### src/rbt_pkg.sv
// ----------------------------------------------------------------------------
// rbt_pkg
// Shared constants, types and the exp2 table for the Boltzmann term block.
// ----------------------------------------------------------------------------
package rbt_pkg;

  localparam int ENERGY_BITS     = 24;
  localparam int J_BITS          = 8;
  localparam int EXP_TABLE_DEPTH = 256;
  localparam int EXP_IDX_BITS    = $clog2(EXP_TABLE_DEPTH);
  localparam int COEF_BITS       = 32;
  localparam int QEVJ_BITS       = 57;
  localparam int CFG_IDX_BITS    = 3;
  localparam int TAB_BITS        = 31;
  localparam int FRAC_BITS       = 28 - EXP_IDX_BITS;

  localparam logic [63:0] LN2_Q60   = 64'h0B17217F7D1CF79B;
  localparam logic [28:0] LOG2E_Q28 = 29'h17154765;

  // arguments above 64 in Q.36 underflow to zero
  localparam logic [57:0] ARG_LIMIT = 58'd64 << 36;

  // configuration register indexes
  localparam logic [CFG_IDX_BITS-1:0] REG_COEF_E = 3'd0;
  localparam logic [CFG_IDX_BITS-1:0] REG_COEF_V = 3'd1;
  localparam logic [CFG_IDX_BITS-1:0] REG_COEF_R = 3'd2;
  localparam logic [CFG_IDX_BITS-1:0] REG_EVEN_W = 3'd3;
  localparam logic [CFG_IDX_BITS-1:0] REG_ODD_W  = 3'd4;
  localparam logic [CFG_IDX_BITS-1:0] REG_BASE_W = 3'd5;

  // classified level passed from front to back
  typedef struct packed {
    logic [J_BITS-1:0]      rot_j;
    logic [ENERGY_BITS-1:0] term_energy;
    logic [ENERGY_BITS-1:0] vib_base;
    logic [ENERGY_BITS-1:0] rot_mag;
    logic                   rot_neg;
  } level_t;

  typedef struct packed {
    logic [COEF_BITS-1:0] coef_e;
    logic [COEF_BITS-1:0] coef_v;
    logic [COEF_BITS-1:0] coef_r;
    logic [7:0]           even_w;
    logic [7:0]           odd_w;
    logic [15:0]          base_w;
  } cfg_t;

  typedef logic [TAB_BITS-1:0] pow2_tab_t [0:EXP_TABLE_DEPTH];

  // 2^(-i/depth) in Q1.30 from a series for exp(-t) in Q.60
  function automatic pow2_tab_t build_pow2_tab();
    pow2_tab_t   tab;
    logic [63:0] q;
    logic [63:0] rm;
    logic [63:0] t;
    logic [63:0] plus;
    logic [63:0] minus;
    logic [63:0] term;
    logic [63:0] val;
    logic [127:0] prod;
    q  = LN2_Q60 / EXP_TABLE_DEPTH;
    rm = LN2_Q60 % EXP_TABLE_DEPTH;
    for (int i = 0; i <= EXP_TABLE_DEPTH; i++) begin
      t     = q * 64'(i) + (rm * 64'(i)) / EXP_TABLE_DEPTH;
      plus  = 64'd1 << 60;
      minus = 64'd0;
      term  = 64'd1 << 60;
      for (int k = 1; k <= 24; k++) begin
        prod = {64'd0, term} * {64'd0, t};
        term = prod[123:60] / 64'(k);
        if ((k % 2) == 1) begin
          minus = minus + term;
        end else begin
          plus = plus + term;
        end
      end
      val    = (plus > minus) ? plus - minus : 64'd0;
      tab[i] = TAB_BITS'((val + (64'd1 << 29)) >> 30);
    end
    return tab;
  endfunction

  localparam pow2_tab_t POW2_TAB = build_pow2_tab();

endpackage

### src/rbt_queue.sv
// ----------------------------------------------------------------------------
// rbt_queue
// Two-entry queue between front and back.
// ----------------------------------------------------------------------------
module rbt_queue
  import rbt_pkg::*;
(
  input  logic   clk,
  input  logic   rst,
  input  logic   push,
  output logic   push_ready,
  input  level_t push_item,
  output logic   pop_valid,
  input  logic   pop,
  output level_t pop_item
);

  level_t     slots [0:1];
  logic       wr_ptr;
  logic       rd_ptr;
  logic [1:0] count;

  assign push_ready = count != 2'd2;
  assign pop_valid  = count != 2'd0;
  assign pop_item   = slots[rd_ptr];

  // storage
  always_ff @(posedge clk) begin
    if (push) begin
      slots[wr_ptr] <= push_item;
    end
  end

  // pointers and fill count
  always_ff @(posedge clk) begin
    if (rst) begin
      wr_ptr <= 1'b0;
      rd_ptr <= 1'b0;
      count  <= 2'd0;
    end else begin
      if (push) begin
        wr_ptr <= ~wr_ptr;
      end
      if (pop) begin
        rd_ptr <= ~rd_ptr;
      end
      count <= count + 2'(push) - 2'(pop);
    end
  end

endmodule

### config.mk
export PLATFORM = sky130hd
export DESIGN_NAME = rbt_queue
export DESIGN_NICKNAME = d
export VERILOG_FILES = /design/src/rbt_pkg.sv /design/src/rbt_queue.sv
export SDC_FILE = /design/constraint.sdc
export NUM_CORES = 1
export LEC_CHECK = 0
export ABC_AREA = 0
export BUFFER_PORTS_ARGS = -buffer_cell sky130_fd_sc_hd__buf_4
export CAP_MARGIN = 15
export CORE_MARGIN = 3
export CORE_UTILIZATION = 25
export CTS_CLUSTER_SIZE = 28
export DETAILED_ROUTE_END_ITERATION = 10
export GPL_TIMING_DRIVEN = 0
export PLACE_DENSITY = 0.5
export SLEW_MARGIN = 20
export SYNTH_ARGS = -nofsm -noshare
export SYNTH_HDL_FRONTEND = slang
export SYNTH_SLANG_ARGS = --single-unit
### constraint.sdc
create_clock -name clk -period 5.3 [get_ports clk]
set_clock_uncertainty 0.05 [all_clocks]
set_input_delay 0.265 -clock clk [delete_from_list [all_inputs] [get_ports clk]]
set_output_delay 0.265 -clock clk [all_outputs]
set_load 0.01 [all_outputs]
# After elaboration in Yosys (flattened, before gate mapping)
# Memories as Yosys holds them, arrays and structs flattened. A register that Yosys moved wholly into a read port is not among the register bits.
# Cells that the tools add are included.
# Widths: inputs -> output; s select.
[totals]
ram_bits = 162
input_bits = 85
elab_cells = 14
regBits = 4
out_inout_bits = 83
mem_count = 1
[mem_list]
columns = ["memory", "words", "word_bits", "rd", "rd_clocked_by_memory_dff", "wr", "line_no", "source"]
rows = [
  ["slots", 2, 81, 1, 1, 1, "rbt_queue.sv:18", "level_t slots [0:1];"],
]
[op_classes]
n_bitwise = 2
addsub = 2
eq_ne = 1
muxes = 4
n_reduce_logical = 1
[op_table]
columns = ["op", "n"]
rows = [
  ["$mux 1", 4],
  ["$add 2x1->2", 1],
  ["$ne 2x2->1 const B", 1],
  ["$not 1->1", 2],
  ["$reduce_bool 2->1", 1],
  ["$sub 2x1->2", 1],
]

# Depth between registers and ports, before layout
# Gate-level depths: netlist of run 1.
[depth]
depth_word = 3
ltp_mapped = 6
mapped_depth_nobuf = 6

# Worst setup path before layout of run 1
# OpenSTA, ideal clock, no wires.
[synth_path]
path_type = "reg2reg"
from = "register wr_ptr"
to = "memory slots[0][0] (netlist bit), enable pin"
synth_period_minus_slack_ns = 4.501
path_stages_with_launch = 2
t_required_ns = 4.719
path_slack_ns = 0.799
arrival_time_ns = 3.920
setup_time_ns = 0.531
path_buffers = 0
path_cell_list = "dfxtp_1 -> nor2b_1"
[synth_rtl]
columns = ["item", "line_no", "source"]
rows = [
  ["from (decl)", "rbt_queue.sv:19", "logic wr_ptr;"],
  ["from (signal assigned)", "rbt_queue.sv:42", "wr_ptr <= ~wr_ptr;"],
  ["to (decl)", "rbt_queue.sv:18", ""],
]
# No word-level cell before the write port.

==> results of run 1 <==
## placed cells by master, fill, tap and decap left out
cell type / synthesis / final
inv_1: 2 / 2
buf_12: 8 / 9
dfxtp_1: 5 / 5
nor2b_4: 0 / 1
nand2_1: 1 / 1
clkinv_4: 0 / 1
xnor3_1: 1 / 1
xnor2_1: 2 / 2
dlygate4sd3_1: 0 / 82
edfxtp_1: 162 / 162
inv_8: 0 / 1
clkinv_2: 0 / 1
bufinv_16: 0 / 1
buf_4: 0 / 167
clkbuf_1: 0 / 3
ha_1: 2 / 2
clkbuf_16: 0 / 17
mux2_4: 80 / 80
buf_16: 0 / 4
clkinvlp_4: 0 / 5
inv_6: 0 / 3
or2_2: 1 / 1
and2_4: 0 / 1
nor2_1: 4 / 4
mux2_2: 1 / 1
buf_6: 1 / 1
nor2b_1: 2 / 1
## layout make-up
class	count	area share, %
clock inverter	12	1.23
inverter	2	0.0778
multi-input combinational	95	13.8
sequential	167	51.5
buffer	9	1.78
timing repair buffer	254	22.9
clock buffer	20	4.53
tap	330	4.28
## final timing paths
kind	from	to	slack [ns]	depth (start not counted)
worst max-delay path	flop	pop_item[22]	3.36	4
worst min-delay path	pop	flop	0.09	3
worst max register to register	wr_ptr	slots[0][72]	3.52	4
worst min register to register	rd_ptr	flop	0.47	2
## power by group
part / leakage, nW / internal [W] / switching [W]
clock: 0.256 / 0.000655 / 0.000520
sequential: 1.56 / 0.00154 / 0.0000211
combinational: 1.95 / 0.000323 / 0.000209
total: 3.77 / 0.00252 / 0.000750
## registers in the layout (all words and copies together) (netlist names), named ones only
name and cells:
slots 162, count 2, rd_ptr 1, wr_ptr 1
## Yosys cell counts (all sizes together)
| library cell | number |
|---|---|
| dfxtp | 5 |
| xnor2 | 2 |
| buf | 9 |
| inv | 2 |
| edfxtp | 162 |
| and2 | 1 |
| or2 | 1 |
| xnor3 | 1 |
| ha | 2 |
| nor2b | 2 |
| mux2 | 81 |
| nand2 | 1 |
| nor2 | 4 |
## cell families after synthesis
group                      Yosys count  synth area share (%)
muxes                               81                  18.8
buffers and inverters               11                  2.77
adders and majority gates            2                 0.387
DFF                                167                  76.8
and+or+nand+nor                      9                 0.677
xor gates and xnor gates             3                 0.619
## critical path: cells and delay by family, from the launching register on
kind     cells  cell delay (ns)
flops        1             0.32
buf+inv      3             0.58
mux          1             0.31
## stage by stage
step	worst slack [ns]	hold slack [ns]
global route	3.26	0.0802
CTS	3.29	0.0603
finish	3.36	0.0874
detailed placement	3.40	0.403
floorplan	0.799	0.287
global placement	-1.75	0.401
## routing by layer
layer / GRT usage, % / vias to the layer above / wire length [um]
met5: 0 / - / 0
met4: 2.91 / 0 / 144
met3: 3.09 / 12 / 712
met2: 16.5 / 106 / 6840
met1: 11.5 / 1692 / 5690
li1: - / 1623 / -
==> summary.txt, run 1 <==
Mean Syn Cell Area: 23.7 sq um
RD Place Congestion: 0.685
RSZ-0062 raised after global routing: no
Pre-antenna DRT Iters: 5
Synth Cell Area: 6460 sq um
DRC: 0
Power, Total: 0.00327 W
Power Density: 339 nW/um^2
biggest area consumer among synthesized cells: edfxtp_1
Slew Viols, Final: 0
VDD IR-drop max: 0.174 mV
CP arrival: 1.63 ns
H-tree levels: 4
YS warnings: 0
endpoints failing setup: 0
Post-Route WL: 13400 um
die area: 27800 sq um
Min Clock Period, post-route: 1.94 ns
Layout Nets: 633
MaxCap Viol Count: 0
CTS tree: yes
Vias per Instance: 3.86
synthesis-stage register bit count: 167
Placed Area: 8270 sq um
number of library cell types mapped by synthesis: 15
vias in the first global route: 3712
placed cells: 775
root buffer cell: clkbuf_16
nature of the critical path startpoint: flop
post-CTS resize count: 0
Core Util, Final: 38.1%
relative slew slack: 53.1%
top post-synthesis cells by area: edfxtp_1 75%, mux2_4 19%, buf_12 2.5%, dfxtp_1 1.5%, ha_1 0.39%
initial antenna violation count: 0
Post-Syn Nets: 360
Yosys top cell area share: 75.2%
Post-CTS Hold Fix Bufs: 82
Final Cell Area: 9650 sq um
first-pass GRT wire length: 20600 um
Crit path required time: 4.99 ns
Site Rows: 58
initial DRC count: 113
fin cells: 889
worst skew pair latency: 0.41 ns
wire per inst: 15.1 um
fin crit share: 36.7%
crit path capture type: output pin
footprint of the multi-input gates: 1330 sq um
total clock sinks: 167
DRT antenna net count: 0
I/O pin cnt: 168
clock slew at reported path FFs: 0.06 ns
Min-Delay Path Class: primary input to flop
Sequential Area: 4960 sq um
largest buffer count on any clock path: 2
Fillers: 2332
post-synthesis sequential area ratio: 76.8%
layout cells sized above 1: 52.6%
CP max stage delay: 0.32 ns
Slew @ Worst Pin: 0.704 ns
diode count: 0
overflow left after global routing: 0
final hold vios: 0
WS Path Type: flop to output pin
fmax: 0.515 GHz
final setup TNS: 0 ns
Initial Utilization: 25.5%
Num CTS Buffers: 17
post-CTS setup buffers: 0
Worst Path Max Fanout: 10
Overall Global Routing Usage: 9.57%
Pleak: 3.77 nW
critical-path cell list: buf_6 -> buf_12 -> mux2_4 -> buf_4
Die H: 167 um
via count: 3433
Die W: 167 um
quantity of I/O buffers inserted on ports: 167
status: completed
pin count of the biggest net entering global routing: 47
Layout Area Growth over Synthesis: 49.2%
Gate Count Post-Synth: 273
Core Area: 25300 sq um
post-DP HPWL: 9070 um
Slowest-stage cell, CP: dfxtp_1
No activity file was read; power rests on OpenSTA's default activity.
==> run 2: changes to the inputs <==
- ABC_AREA: 0 -> 1
- clock period: 5.3 -> 1.95 ns (I/O delays scaled with it)
==> run 2 against run 1 <==
Flip-flop and latch count unchanged. Worst hold slack improved by 0.27 ns. Non-clock buffer count increased by 4. Synthesized cell count increased by 3.7%. First-iteration DRC count increased by 14%. Via count increased by 1.5%. Combinational power increased to 2.6 times the previous value. Wire length increased by 2.0%. Area after synthesis increased by 0.12%. Critical path depth unchanged.
==> summary.txt, run 2 <==
total clock sinks: 167
Slowest-stage cell, CP: dfxtp_1
CTS tree: yes
Pre-antenna DRT Iters: 4
Core Util, Final: 38.3%
I/O pin cnt: 168
initial DRC count: 129
final setup TNS: 0 ns
Power Density: 915 nW/um^2
Crit path max-delay family: buffers and inverters
post-route setup slack: 0.154 ns
xor/xnor share of the synthesized area: 0.135%
DRT antenna net count: 0
post-DP HPWL: 9190 um
number of library cell types mapped by synthesis: 14
status: completed
Num CTS Buffers: 17
Crit path required time: 1.80 ns
Post-synth EDFFs: 162
overflow left after global routing: 0
biggest area consumer among synthesized cells: edfxtp_1
Post-Syn Nets: 370
critical-path cell list: buf_6 -> buf_12 -> mux2_4 -> buf_4
RR Endpoint: count[0]
DRC: 0
clock slew at reported path FFs: 0.07 ns
RD Place Congestion: 0.707
fmax: 0.557 GHz
crit path buf inv count: 3
final hold slack: 0.360 ns
post-synthesis sequential area ratio: 76.7%
FFs w/ async S/R, synth: 0%
WHS Path Cells: 2
Gate Count Post-Synth: 283
worst skew pair latency: 0.41 ns
Yosys top cell area share: 75.2%
root buffer cell: clkbuf_16
die area: 27900 sq um
Worst Path Max Fanout: 10
R2R cell count: 7
Synth Area in Simple Gates: 0.851%
Post-synth top cells: 162 x edfxtp_1, 80 x mux2_4, 8 x buf_12, 8 x inv_1
Die H: 167 um
top_reg_cell synth: edfxtp_1
commonest cells after routing, fill and taps aside: 167 x buf_4, 162 x edfxtp_1, 85 x dlygate4sd3_1
R2R Setup Slk: 0.21 ns
most frequent cell after synthesis: edfxtp_1
most common cell after layout, fill and taps aside: buf_4
Synth Cell Area: 6470 sq um
fin crit share: 92.1%
Synth Area in Compound Gates: 0.0773%
largest family of logic cells by synthesized area: multiplexers
Site Rows: 58
final hold vios: 0
first-pass GRT wire length: 20900 um
wire per inst: 15.1 um
Slew Viols, Final: 0
Largest register FFs: 162
R2R Path Start: count[0]
post-CTS resize count: 0
crit path capture type: output pin
post-synthesis mux area share: 18.7%
Min Clock Period, post-route: 1.80 ns
MaxCap Viol Count: 0
YS warnings: 0
quantity of I/O buffers inserted on ports: 167
pre-CTS WS: 0.195 ns
WS Path Type: flop to output pin
Die W: 167 um
top post-synthesis cells by area: edfxtp_1 75%, mux2_4 19%, buf_12 2.5%, dfxtp_1 1.5%, inv_1 0.46%
Overall Global Routing Usage: 9.63%
initial antenna violation count: 2
Vias per Instance: 3.85
Synth Area in Adders: 0.387%
hold_sp: push_item[71]
Pleak: 3.81 nW
Mean Syn Cell Area: 22.9 sq um
Post-Route WL: 13700 um
via count: 3484
synthesis-stage register bit count: 167
CP max stage delay: 0.33 ns
VDD IR-drop max: 0.470 mV
Layout Nets: 647
Min-Delay Path Class: primary input to flop
vias in the first global route: 3805
Layout Area Growth over Synthesis: 49.9%
largest buffer count on any clock path: 2
layout cells sized above 1: 51.8%
RSZ-0062 raised after global routing: no
H-tree levels: 4
CP arrival: 1.65 ns
Initial Utilization: 25.6%
Slew @ Worst Pin: 0.668 ns
endpoints failing setup: 0
nature of the critical path startpoint: flop
pin count of the biggest net entering global routing: 32
biggest regs: slots: 162 flops, count: 2 flops
Largest Register: slots
Worst Hold End: slots[1][71]
Core Area: 25300 sq um
relative slew slack: 55.4%
## run 2: what timing repair did
action | in CTS | in global routing
endpoints found under the setup margin | 0 | 0
setup buffers | 0 | 0
hold endpoints to repair | 167 | 0
hold buffers | 85 | 0
## run 2: stage by stage
| step | area, sq um | instances | power (W) |
|---|---|---|---|
| 4_1_cts | 9700 | 903 | 0.00904 |
| 5_1_grt | 9700 | 905 | 0.00926 |
| 3_3_place_gp | 8150 | 780 | 0.00548 |
| 2_1_floorplan | 6490 | 283 | 0.00493 |
| 3_5_place_dp | 8270 | 786 | 0.00553 |
| 6_report | 9700 | 905 | 0.00888 |
## run 2: worst register-to-register path: cells and delay by family (launching register included)
family                     cells  cell delay, ns
and+or+nand+nor                1            0.03
adders and majority gates      2            0.53
buffers and inverters          4            0.70
DFF                            1            0.33
## run 2: area by class of cell
type,instances,area [sq um]
Fill cell,2311,15600
Sequential cell,167,4970
Timing Repair Buffer,258,2220
Multi-Input combinational cell,99,1320
Clock buffer,19,433
Tap cell,330,413
Buffer,9,171
Clock inverter,13,145
Inverter,8,33.8
Antenna cell,2,5.00
## run 2: kinds of logic (layout without fill, tap and decap cells)
logic type	after synthesis	in the layout
DFF	167	167
muxes	81	81
buffers and inverters	17	307
and+or+nand+nor	14	14
adders and majority gates	2	2
AOI/OAI and AO/OA	1	1
xor gates and xnor gates	1	1
other	0	2
## run 2: how the worst max path moves through the flow
| stage | endpoint | slack [ns] | from | cells after the start |
|---|---|---|---|---|
| detailed placement | slots[1][40] | 0.19 | wr_ptr | 3 |
| global placement | slots[1][46] | -0.95 | wr_ptr | 2 |
| floorplan | slots[1][0] | -0.07 | wr_ptr | 2 |
| finish | pop_item[33] | 0.15 | flop | 4 |
| global route | pop_item[33] | 0.05 | flop | 4 |
| CTS | pop_item[33] | 0.09 | flop | 4 |
## run 2: per-layer routing
metal / part of all wire (%) / global-route usage, %
met4: 1.3 / 3.19
met3: 5.3 / 3.04
met1: 43 / 11.6
met5: 0 / 0
met2: 51 / 16.4
## run 2: power breakdown
part | internal [W] | leakage, nW | switching (W)
clock network | 0.00190 | 0.275 | 0.00141
registers | 0.00415 | 1.56 | 0.0000486
logic | 0.000819 | 1.97 | 0.000543
