[config.mk]
export PLATFORM = sky130hd
export DESIGN_NAME = rbt_front_flat
export DESIGN_NICKNAME = d
export VERILOG_FILES = /design/src/rbt_pkg.sv /design/src/rbt_ifs.sv /design/src/rbt_front.sv /design/src/flat_wrapper.sv
export SDC_FILE = /design/constraint.sdc
export NUM_CORES = 1
export LEC_CHECK = 0
export BUFFER_PORTS_ARGS = -buffer_cell sky130_fd_sc_hd__buf_2
export CAP_MARGIN = 20
export CELL_PAD_IN_SITES_DETAIL_PLACEMENT = 0
export CELL_PAD_IN_SITES_GLOBAL_PLACEMENT = 1
export CORE_AREA = 2 2 116 107
export DETAILED_ROUTE_END_ITERATION = 10
export DIE_AREA = 0 0 118 109
export HOLD_SLACK_MARGIN = 0.02
export PLACE_DENSITY_LB_ADDON = 0.1
export SLEW_MARGIN = 20
export SYNTH_ARGS = -nofsm -noshare
export SYNTH_HDL_FRONTEND = slang
export SYNTH_SLANG_ARGS = --single-unit
[constraint.sdc]
create_clock -name clk -period 6.9 [get_ports clk]
set_input_delay 1.38 -clock clk [delete_from_list [all_inputs] [get_ports clk]]
set_output_delay 1.38 -clock clk [all_outputs]
set_load 0.05 [all_outputs]
[src/rbt_pkg.sv]
// ----------------------------------------------------------------------------
// rbt_pkg
// Shared constants, types and the exp2 table for the Boltzmann term block.
// ----------------------------------------------------------------------------
package rbt_pkg;

  localparam int ENERGY_BITS     = 24;
  localparam int J_BITS          = 8;
  localparam int EXP_TABLE_DEPTH = 256;
  localparam int EXP_IDX_BITS    = $clog2(EXP_TABLE_DEPTH);
  localparam int COEF_BITS       = 32;
  localparam int QEVJ_BITS       = 57;
  localparam int CFG_IDX_BITS    = 3;
  localparam int TAB_BITS        = 31;
  localparam int FRAC_BITS       = 28 - EXP_IDX_BITS;

  localparam logic [63:0] LN2_Q60   = 64'h0B17217F7D1CF79B;
  localparam logic [28:0] LOG2E_Q28 = 29'h17154765;

  // arguments above 64 in Q.36 underflow to zero
  localparam logic [57:0] ARG_LIMIT = 58'd64 << 36;

  // configuration register indexes
  localparam logic [CFG_IDX_BITS-1:0] REG_COEF_E = 3'd0;
  localparam logic [CFG_IDX_BITS-1:0] REG_COEF_V = 3'd1;
  localparam logic [CFG_IDX_BITS-1:0] REG_COEF_R = 3'd2;
  localparam logic [CFG_IDX_BITS-1:0] REG_EVEN_W = 3'd3;
  localparam logic [CFG_IDX_BITS-1:0] REG_ODD_W  = 3'd4;
  localparam logic [CFG_IDX_BITS-1:0] REG_BASE_W = 3'd5;

  // classified level passed from front to back
  typedef struct packed {
    logic [J_BITS-1:0]      rot_j;
    logic [ENERGY_BITS-1:0] term_energy;
    logic [ENERGY_BITS-1:0] vib_base;
    logic [ENERGY_BITS-1:0] rot_mag;
    logic                   rot_neg;
  } level_t;

  typedef struct packed {
    logic [COEF_BITS-1:0] coef_e;
    logic [COEF_BITS-1:0] coef_v;
    logic [COEF_BITS-1:0] coef_r;
    logic [7:0]           even_w;
    logic [7:0]           odd_w;
    logic [15:0]          base_w;
  } cfg_t;

  typedef logic [TAB_BITS-1:0] pow2_tab_t [0:EXP_TABLE_DEPTH];

  // 2^(-i/depth) in Q1.30 from a series for exp(-t) in Q.60
  function automatic pow2_tab_t build_pow2_tab();
    pow2_tab_t   tab;
    logic [63:0] q;
    logic [63:0] rm;
    logic [63:0] t;
    logic [63:0] plus;
    logic [63:0] minus;
    logic [63:0] term;
    logic [63:0] val;
    logic [127:0] prod;
    q  = LN2_Q60 / EXP_TABLE_DEPTH;
    rm = LN2_Q60 % EXP_TABLE_DEPTH;
    for (int i = 0; i <= EXP_TABLE_DEPTH; i++) begin
      t     = q * 64'(i) + (rm * 64'(i)) / EXP_TABLE_DEPTH;
      plus  = 64'd1 << 60;
      minus = 64'd0;
      term  = 64'd1 << 60;
      for (int k = 1; k <= 24; k++) begin
        prod = {64'd0, term} * {64'd0, t};
        term = prod[123:60] / 64'(k);
        if ((k % 2) == 1) begin
          minus = minus + term;
        end else begin
          plus = plus + term;
        end
      end
      val    = (plus > minus) ? plus - minus : 64'd0;
      tab[i] = TAB_BITS'((val + (64'd1 << 29)) >> 30);
    end
    return tab;
  endfunction

  localparam pow2_tab_t POW2_TAB = build_pow2_tab();

endpackage

[src/rbt_ifs.sv]
// ----------------------------------------------------------------------------
// rbt_ifs
// Valid/ready channels: level input, term output and register writes.
// ----------------------------------------------------------------------------
interface rbt_in_if
  import rbt_pkg::*;
();
  logic                   valid;
  logic                   ready;
  logic [J_BITS-1:0]      rot_j;
  logic [ENERGY_BITS-1:0] level_energy;
  logic [ENERGY_BITS-1:0] term_energy;
  modport source (output valid, rot_j, level_energy, term_energy, input ready);
  modport sink (input valid, rot_j, level_energy, term_energy, output ready);
endinterface


[src/rbt_front.sv]
// ----------------------------------------------------------------------------
// rbt_front
// Accepts levels, tracks the vibrational base and splits off the rotational part.
// ----------------------------------------------------------------------------
module rbt_front
  import rbt_pkg::*;
(
  input  logic   clk,
  input  logic   rst,
  rbt_in_if.sink in_ch,
  output logic   push,
  input  logic   push_ready,
  output level_t push_item
);

  logic [ENERGY_BITS-1:0] vib_base;
  logic [ENERGY_BITS-1:0] base_now;

  assign in_ch.ready = push_ready;
  assign push        = in_ch.valid && push_ready;

  // a zero rotational number opens a new band
  assign base_now = (in_ch.rot_j == '0) ? in_ch.level_energy : vib_base;

  always_comb begin
    push_item.rot_j       = in_ch.rot_j;
    push_item.term_energy = in_ch.term_energy;
    push_item.vib_base    = base_now;
    push_item.rot_neg     = in_ch.level_energy < base_now;
    push_item.rot_mag     = push_item.rot_neg ? base_now - in_ch.level_energy
                                              : in_ch.level_energy - base_now;
  end

  always_ff @(posedge clk) begin
    if (rst) begin
      vib_base <= '0;
    end else if (push) begin
      vib_base <= base_now;
    end
  end

endmodule

[src/flat_wrapper.sv]
// flat-port wrapper written by rule: the top's interface ports become plain ports
module rbt_front_flat import rbt_pkg::*;
  (clk, rst, push, push_ready, push_item, in_ch_valid, in_ch_rot_j, in_ch_level_energy, in_ch_term_energy, in_ch_ready);
  rbt_in_if in_ch_i ();
  input  logic clk;
  input  logic rst;
  output logic push;
  input  logic push_ready;
  output level_t push_item;
  input wire logic [$bits(in_ch_i.valid)-1:0] in_ch_valid;
  input wire logic [$bits(in_ch_i.rot_j)-1:0] in_ch_rot_j;
  input wire logic [$bits(in_ch_i.level_energy)-1:0] in_ch_level_energy;
  input wire logic [$bits(in_ch_i.term_energy)-1:0] in_ch_term_energy;
  output wire logic [$bits(in_ch_i.ready)-1:0] in_ch_ready;
  assign in_ch_i.valid = in_ch_valid;
  assign in_ch_i.rot_j = in_ch_rot_j;
  assign in_ch_i.level_energy = in_ch_level_energy;
  assign in_ch_i.term_energy = in_ch_term_energy;
  assign in_ch_ready = in_ch_i.ready;
  rbt_front u_core (.clk(clk), .rst(rst), .in_ch(in_ch_i), .push(push), .push_ready(push_ready), .push_item(push_item));
endmodule
Word level (Yosys, flattened, before mapping)
Index checks and enable logic that the tools add are counted.
{"block": "word_totals", "romBits": 0, "mem_count": 0, "latchBits": 0, "regBits": 24, "ram_bits": 0}
{"block": "op_classes", "magnitude_cmp": 1, "shift": 0, "addsub": 2, "n_div": 0, "n_mul": 0, "muxes": 2, "n_reduce_logical": 2, "n_eq_ne": 0, "bitwise": 0}
{"op": "2-to-1 mux 24 bit", "count": 2}
{"op": "subtractor 24 bit", "count": 2}
{"op": "< comparator 24 bit", "count": 1}
{"op": "zero test 8 bit", "count": 1}
{"op": "logical AND 1 bit", "count": 1}

Depth between registers and ports, before layout
Gate-level depths: netlist (run 1).
{"block": "depth", "word_depth": 4, "ltp_mapped": 18, "ltp_nobuf": 13}

Least setup slack after synthesis (run 1)
Ideal clock, no wire load.
{"block": "synth_path", "path_type": "input -> output", "startpoint": "input port in_ch_rot_j[3]", "endpoint": "output port push_item[20] in the netlist's numbering", "n_path_buf": 5, "t_arrival_ns": 5.584, "cell_stages": 18, "required_time_ns": 5.520, "path_slack_ns": -0.064, "cell_sequence": "nor4_4 and2_1 buf_2 buf_2 mux2i_1 inv_1 ha_1 clkbuf_1 and3_1 and2_1 a21oi_1 nor2_1 a211oi_1 o21a_1 buf_6 buf_12 mux2i_1 xor2_1"}
{"item": "start: declaration", "line_no": "flat_wrapper.sv:11", "source": "input wire logic [$bits(in_ch_i.rot_j)-1:0] in_ch_rot_j;"}
{"item": "end: declaration", "line_no": "flat_wrapper.sv:9", "source": "output level_t push_item;"}

==> flow_metrics.tcl, run 1 <==
set metrics [dict create \
    outcome "completed" \
    ys_ff_latch 24 \
    initial_core_util_pct 33.81 \
    yosys.area.top_type "dfxtp_1" \
    min_path_cells 2 \
    ioPinCount 143 \
    cp-start-kind "primary input" \
    cts_sinks 24 \
    top_regs "u_core.vib_base (24)" \
    ant_nets 0 \
    required_ps 5520 \
    insertion_delay_ps 250 \
    first_pass_iters 5 \
    min-delay-start "u_core.vib_base[16]" \
    cap_violations 0 \
    crit_slowest_cell "ha_1" \
    peakVddDrop_uv 131.7 \
    cpPeakStageDelay_ps 440 \
    yosysTopAreaCellShare_pct 12.10 \
    reg2regPathDepth 4 \
    dp_hpwl_mm 10.84 \
    routed_wirelength_mm 13.10 \
    design_area_um2 4564 \
    diodes 0 \
    layout_worst_path_cycle_share_pct 94.24 \
    cts-root-buf "clkbuf_16" \
    avgSynthCellArea_um2 6.904 \
    setup_viol 0 \
    core_area_um2 11740 \
    antenna_found_initial 0 \
    cts_resized 0 \
    gp_congestion 0.8954 \
    grt_pass1_wl_mm 20.51 \
    cts_tree "yes" \
    cp_top_family "simple AND/OR/NAND/NOR gates" \
    drtIter0Drc 345 \
    rsz0062_at_grt "no" \
    timing.rr.start "u_core.vib_base[9]" \
    num_vias 4105 \
    endpoint_kind "output port" \
    synth_edf_count 0 \
    portBuffers 94 \
    crit_type "in2out" \
    combPwrFrac_pct 68.8 \
    ff2ff_setup_slack_ps 5740 \
    ys_seq_area_share_pct 12.10 \
    die_w_um 118 \
    nets 721 \
    clk_path_buf_depth 2 \
    place_area_um2 4489 \
    critPathMaxFanout 25 \
    yosys-top-cells-count "nor2_1, o21ai_0, nand2_1" \
    row_count 38 \
    hold_end "u_core.vib_base[16]" \
    crit_chain "buf_2, nor4_4, and2_1, buf_12, buf_4, mux2i_1, inv_1, ha_1, nand4_1, nor4_1, a21oi_1, o2111ai_1, a41oi_1, buf_4, o21ai_0, mux2i_1, xnor2_1, buf_2" \
    worst_pin_slew_ps 661.9 \
    grt_overflow 0 \
    synthArstFlopShare_pct 0 \
    drc 0 \
    swShare_pct 54.03 \
    fmax_ghz 0.1538 \
    area_growth_pct 14.97 \
    die-area_um2 12860 \
    slew_viol_final 0 \
    syn_nets 668 \
    synth.top_cells.by_area "dfxtp_1, ha_1, mux2i_1" \
    h-tree-depth 1 \
    p_int_w 0.0004059 \
    hp-class "reg2reg" \
    synth_cells 575 \
    reg2reg_to "u_core.vib_base[9]" \
    p_seq_share_pct 17.4 \
    routed_via_density 5.223 \
    die-height_um 109 \
    clkPwrFrac_pct 13.9 \
    synth_cell_types 61 \
    top_register "u_core.vib_base" \
    drive_gt1_share_pct 21.57 \
    switchingPower_w 0.0004771 \
    synth_area_um2 3970 \
    hold_viol_final 0 \
    cp_data_arrival_time_ps 5120 \
    cellLeakagePower_nw 2.253 \
    ctsHoldBuffers 0 \
    power_density_nw_per_um2 193.5 \
    grt.total_usage_pct 19.95 \
    relSlewSlack_pct 55.76 \
    grt_max_degree 52 \
    synth_ff_type "dfxtp_1" \
    largest_register_ffs 24 \
    ys_warn_count 0 \
    grt_pass1_vias 3600 \
    wl_per_cell_um 16.67 \
    clkTransAtPathRegs_ps 60 \
    numCtsBuffers 3 \
    finClkSkew_ps 0 \
    crit_buf_inv 6 \
    fin_crit_ps 6503 \
    postCtsSetupRepairBufs 0 \
    total_power_w 0.0008831 \
    post-synth-top-count-cell "nor2_1" \
]
[worst min-delay path: cells and delay by family (launching register included)]
family,cells,cell delay [ps]
flip-flops,1,310
AND/OR/NAND/NOR,1,100
AO/OA/AOI/OAI,1,50
[worst max path at each step]
stage               endpoint            from  cells past startpoint
6_report       push_item[24]  in_ch_rot_j[5]                     18
5_1_grt        push_item[24]  in_ch_rot_j[5]                     18
4_1_cts        push_item[24]  in_ch_rot_j[5]                     18
3_5_place_dp   push_item[24]  in_ch_rot_j[5]                     18
3_3_place_gp   push_item[24]  in_ch_rot_j[5]                     18
2_1_floorplan  push_item[20]  in_ch_rot_j[3]                     18
[per-stage QoR]
step           worst slack (ps)  utilization [%]  cells  hold slack, ps  TNS [ps]
2_1_floorplan            -63.58                -    575           465.4    -166.5
3_3_place_gp              398.2            38.23    783           485.3         0
3_5_place_dp              426.2            38.23    783           493.5         0
4_1_cts                   415.3            38.87    786           501.8         0
5_1_grt                   101.5            38.87    786           528.1         0
6_report                  397.3            38.87    786           499.2         0
[logic make-up after synthesis]
logic type | Yosys count | share of synthesized area [%]
AOI/OAI and AO/OA | 180 | 28.84
xor gates and xnor gates | 22 | 4.853
buffers and inverters | 110 | 14.78
muxes | 30 | 7.595
DFF | 24 | 12.10
and+or+nand+nor | 176 | 21.24
adders and majority gates | 33 | 10.59
[routing by layer]
metal | track usage (%) | share of wire, % | vias to the layer above
li1 | - | - | 2104
met1 | 33.97 | 56 | 1871
met2 | 26.12 | 37 | 118
met3 | 1.726 | 6.8 | 12
met4 | 3.270 | 0.47 | 0
met5 | 0 | 0 | -
[cell type report]
class / instances / area [um^2]
Tap cell: 160 / 200.2
Sequential cell: 24 / 480.5
Inverter: 42 / 157.7
Timing Repair Buffer: 116 / 673.1
Multi-Input combinational cell: 441 / 2978
Fill cell: 1297 / 7179
Clock buffer: 3 / 75.07
[power groups by stage]
stage	combinational [W]	clock [W]	sequential [W]
after global placement	0.000604	0	0.000156
final	0.000607	0.000122	0.000153
after detailed placement	0.000604	0	0.000157
after floorplan	0.000505	0	0.000155
after CTS	0.000606	0.000126	0.000153
after global routing	0.000650	0.000134	0.000155
[placed cells by master (no fill, tap or decap), drive strengths merged, types with 3 or more instances in the layout]
cell / count
a211oi: 19
a21boi: 3
a21o: 20
a21oi: 39
a31oi: 5
and2: 6
buf: 116
clkbuf: 3
dfxtp: 24
ha: 32
inv: 42
mux2i: 29
nand2: 49
nand2b: 4
nand3: 5
nand3b: 3
nand4: 9
nor2: 60
nor2b: 12
nor3: 16
nor4: 5
o21a: 3
o21ai: 58
o21bai: 4
o2bb2ai: 3
o31ai: 3
xnor2: 11
xor2: 11
(Power assumes the default switching activity.)
==> run 2: changes to the inputs <==
- PLACE_DENSITY: default -> 0.89
- PLACE_DENSITY_LB_ADDON: 0.1 -> default
==> run 2 against run 1 <==
Sequential share of layout area hardly changed. Sequential power hardly changed. Sequential cell count stayed put. Utilization is 0.096 points higher. Final cell count stayed put. Clock skew stayed put. Critical path depth is 2 lower. Hold slack hardly changed. Combinational power hardly changed. Critical path type unchanged.
==> flow_metrics.tcl, run 2 (synthesized netlist as in run 1, its figures left out) <==
set metrics [dict create \
    area_growth_pct 15.25 \
    setup_viol 0 \
    first_pass_iters 5 \
    hold_viol_final 0 \
    relSlewSlack_pct 52.90 \
    die_w_um 118 \
    slew_viol_final 0 \
    outcome "completed" \
    insertion_delay_ps 260 \
    grt_max_degree 52 \
    min_path_cells 2 \
    routed_via_density 5.364 \
    ant_nets 0 \
    cellLeakagePower_nw 2.262 \
    finClkSkew_ps 0 \
    grt_pass1_vias 3825 \
    drtIter0Drc 298 \
    reg2regPathDepth 4 \
    h-tree-depth 1 \
    rsz0062_at_grt "no" \
    critPathMaxFanout 24 \
    antenna_found_initial 0 \
    wl_per_cell_um 15.95 \
    combPwrFrac_pct 65.6 \
    initial_core_util_pct 33.81 \
    portBuffers 94 \
    top_regs "u_core.vib_base (24)" \
    cp-start-kind "primary input" \
    routed_wirelength_mm 12.54 \
    gp_congestion 0.9417 \
    power_density_nw_per_um2 202.7 \
    ff2ff_setup_slack_ps 5810 \
    ctsHoldBuffers 0 \
    cap_violations 0 \
    p_seq_share_pct 16.5 \
    numCtsBuffers 3 \
    die-height_um 109 \
    die-area_um2 12860 \
    drc 0 \
    diodes 0 \
    nets 720 \
    required_ps 5520 \
    timing.rr.start "u_core.vib_base[7]" \
    clkTransAtPathRegs_ps 60 \
    dp_hpwl_mm 10.28 \
    p_int_w 0.0004439 \
    grt_pass1_wl_mm 19.62 \
    cts-root-buf "clkbuf_16" \
    clk_path_buf_depth 2 \
    cts_tree "yes" \
    largest_register_ffs 24 \
    num_vias 4216 \
    layout_commonest_cell "buf_2" \
    reg2reg_to "u_core.vib_base[7]" \
    row_count 38 \
    endpoint_kind "output port" \
    swShare_pct 52.15 \
    switchingPower_w 0.0004837 \
    cts_sinks 24 \
    whs_ps 499.5 \
    grt.total_usage_pct 18.80 \
    crit_type "in2out" \
    min-delay-start "u_core.vib_base[23]" \
    cp_data_arrival_time_ps 5260 \
    fmax_ghz 0.1505 \
    worst_pin_slew_ps 704.8 \
    hp-class "reg2reg" \
    grt_overflow 0 \
    hold_end "u_core.vib_base[23]" \
    total_power_w 0.0009276 \
    core_area_um2 11740 \
    drive_gt1_share_pct 21.73 \
    peakVddDrop_uv 79.42 \
    final_cell_mix "buf_2, nor2_1, o21ai_0" \
    fin_crit_ps 6643 \
    ioPinCount 143 \
    postCtsSetupRepairBufs 0 \
    top_register "u_core.vib_base" \
    cts_resized 0 \
    clkPwrFrac_pct 17.9 \
    layout_worst_path_cycle_share_pct 96.27 \
]
## run 2: changes by cell type in the layout (fill, tap and decap cells not counted)
cell       change
buf_12         -1
and2_2         +1
bufinv_16      +1
and2_1         -1
## run 2: routing by layer
layer	share of wire (%)	global-route usage, %
met1	52	27.79
met2	42	28.95
met3	5.2	2.144
met4	1.3	4.819
met5	0	0
## run 2: final cells by class
type	count	area (um^2)
sequential	24	480.5
clock inverter	1	30.03
tap	160	200.2
fill	1262	7168
timing repair buffer	115	653.1
inverter	42	157.7
multi-input combinational	441	2979
clock buffer	3	75.07
## run 2: power groups by stage
stage	logic, W	clock network [W]	registers, W
6_report	0.000608	0.000166	0.000153
5_1_grt	0.000648	0.000175	0.000154
3_3_place_gp	0.000604	0	0.000156
4_1_cts	0.000605	0.000170	0.000153
3_5_place_dp	0.000603	0	0.000156
2_1_floorplan	0.000505	0	0.000155
## run 2: critical path: stages
cell and delay [ps]:
buf_2 120, nor4_4 330, and2_2 460, mux2i_1 450
inv_1 120, ha_1 310, and3_1 220, and2_1 180
a21oi_1 150, nor2_1 60, a211oi_1 250, o21a_1 220
buf_12 210, mux2i_1 380, xor2_2 150, buf_2 270
## run 2: metrics by stage
step / setup WS (ps) / setup TNS (ps) / area [um^2] / instances / util, %
2_1_floorplan: -63.58 / -166.5 / 4045 / 575 / -
3_3_place_gp: 119.2 / 0 / 4469 / 782 / 38.06
3_5_place_dp: 60.57 / 0 / 4469 / 782 / 38.06
4_1_cts: 50.76 / 0 / 4574 / 786 / 38.95
5_1_grt: 34.11 / 0 / 4576 / 786 / 38.96
6_report: 257.5 / 0 / 4576 / 786 / 38.96
## run 2: how the worst max path moves through the flow
stage / from / endpoint / slack [ps] / cells after the start
after floorplan: in_ch_rot_j[3] / push_item[20] / -60 / 18
after global placement: in_ch_rot_j[3] / push_item[11] / 120 / 16
after detailed placement: in_ch_rot_j[3] / push_item[15] / 60 / 16
after CTS: in_ch_rot_j[3] / push_item[15] / 50 / 16
after global routing: in_ch_rot_j[3] / push_item[11] / 30 / 16
final: in_ch_rot_j[3] / push_item[11] / 260 / 16
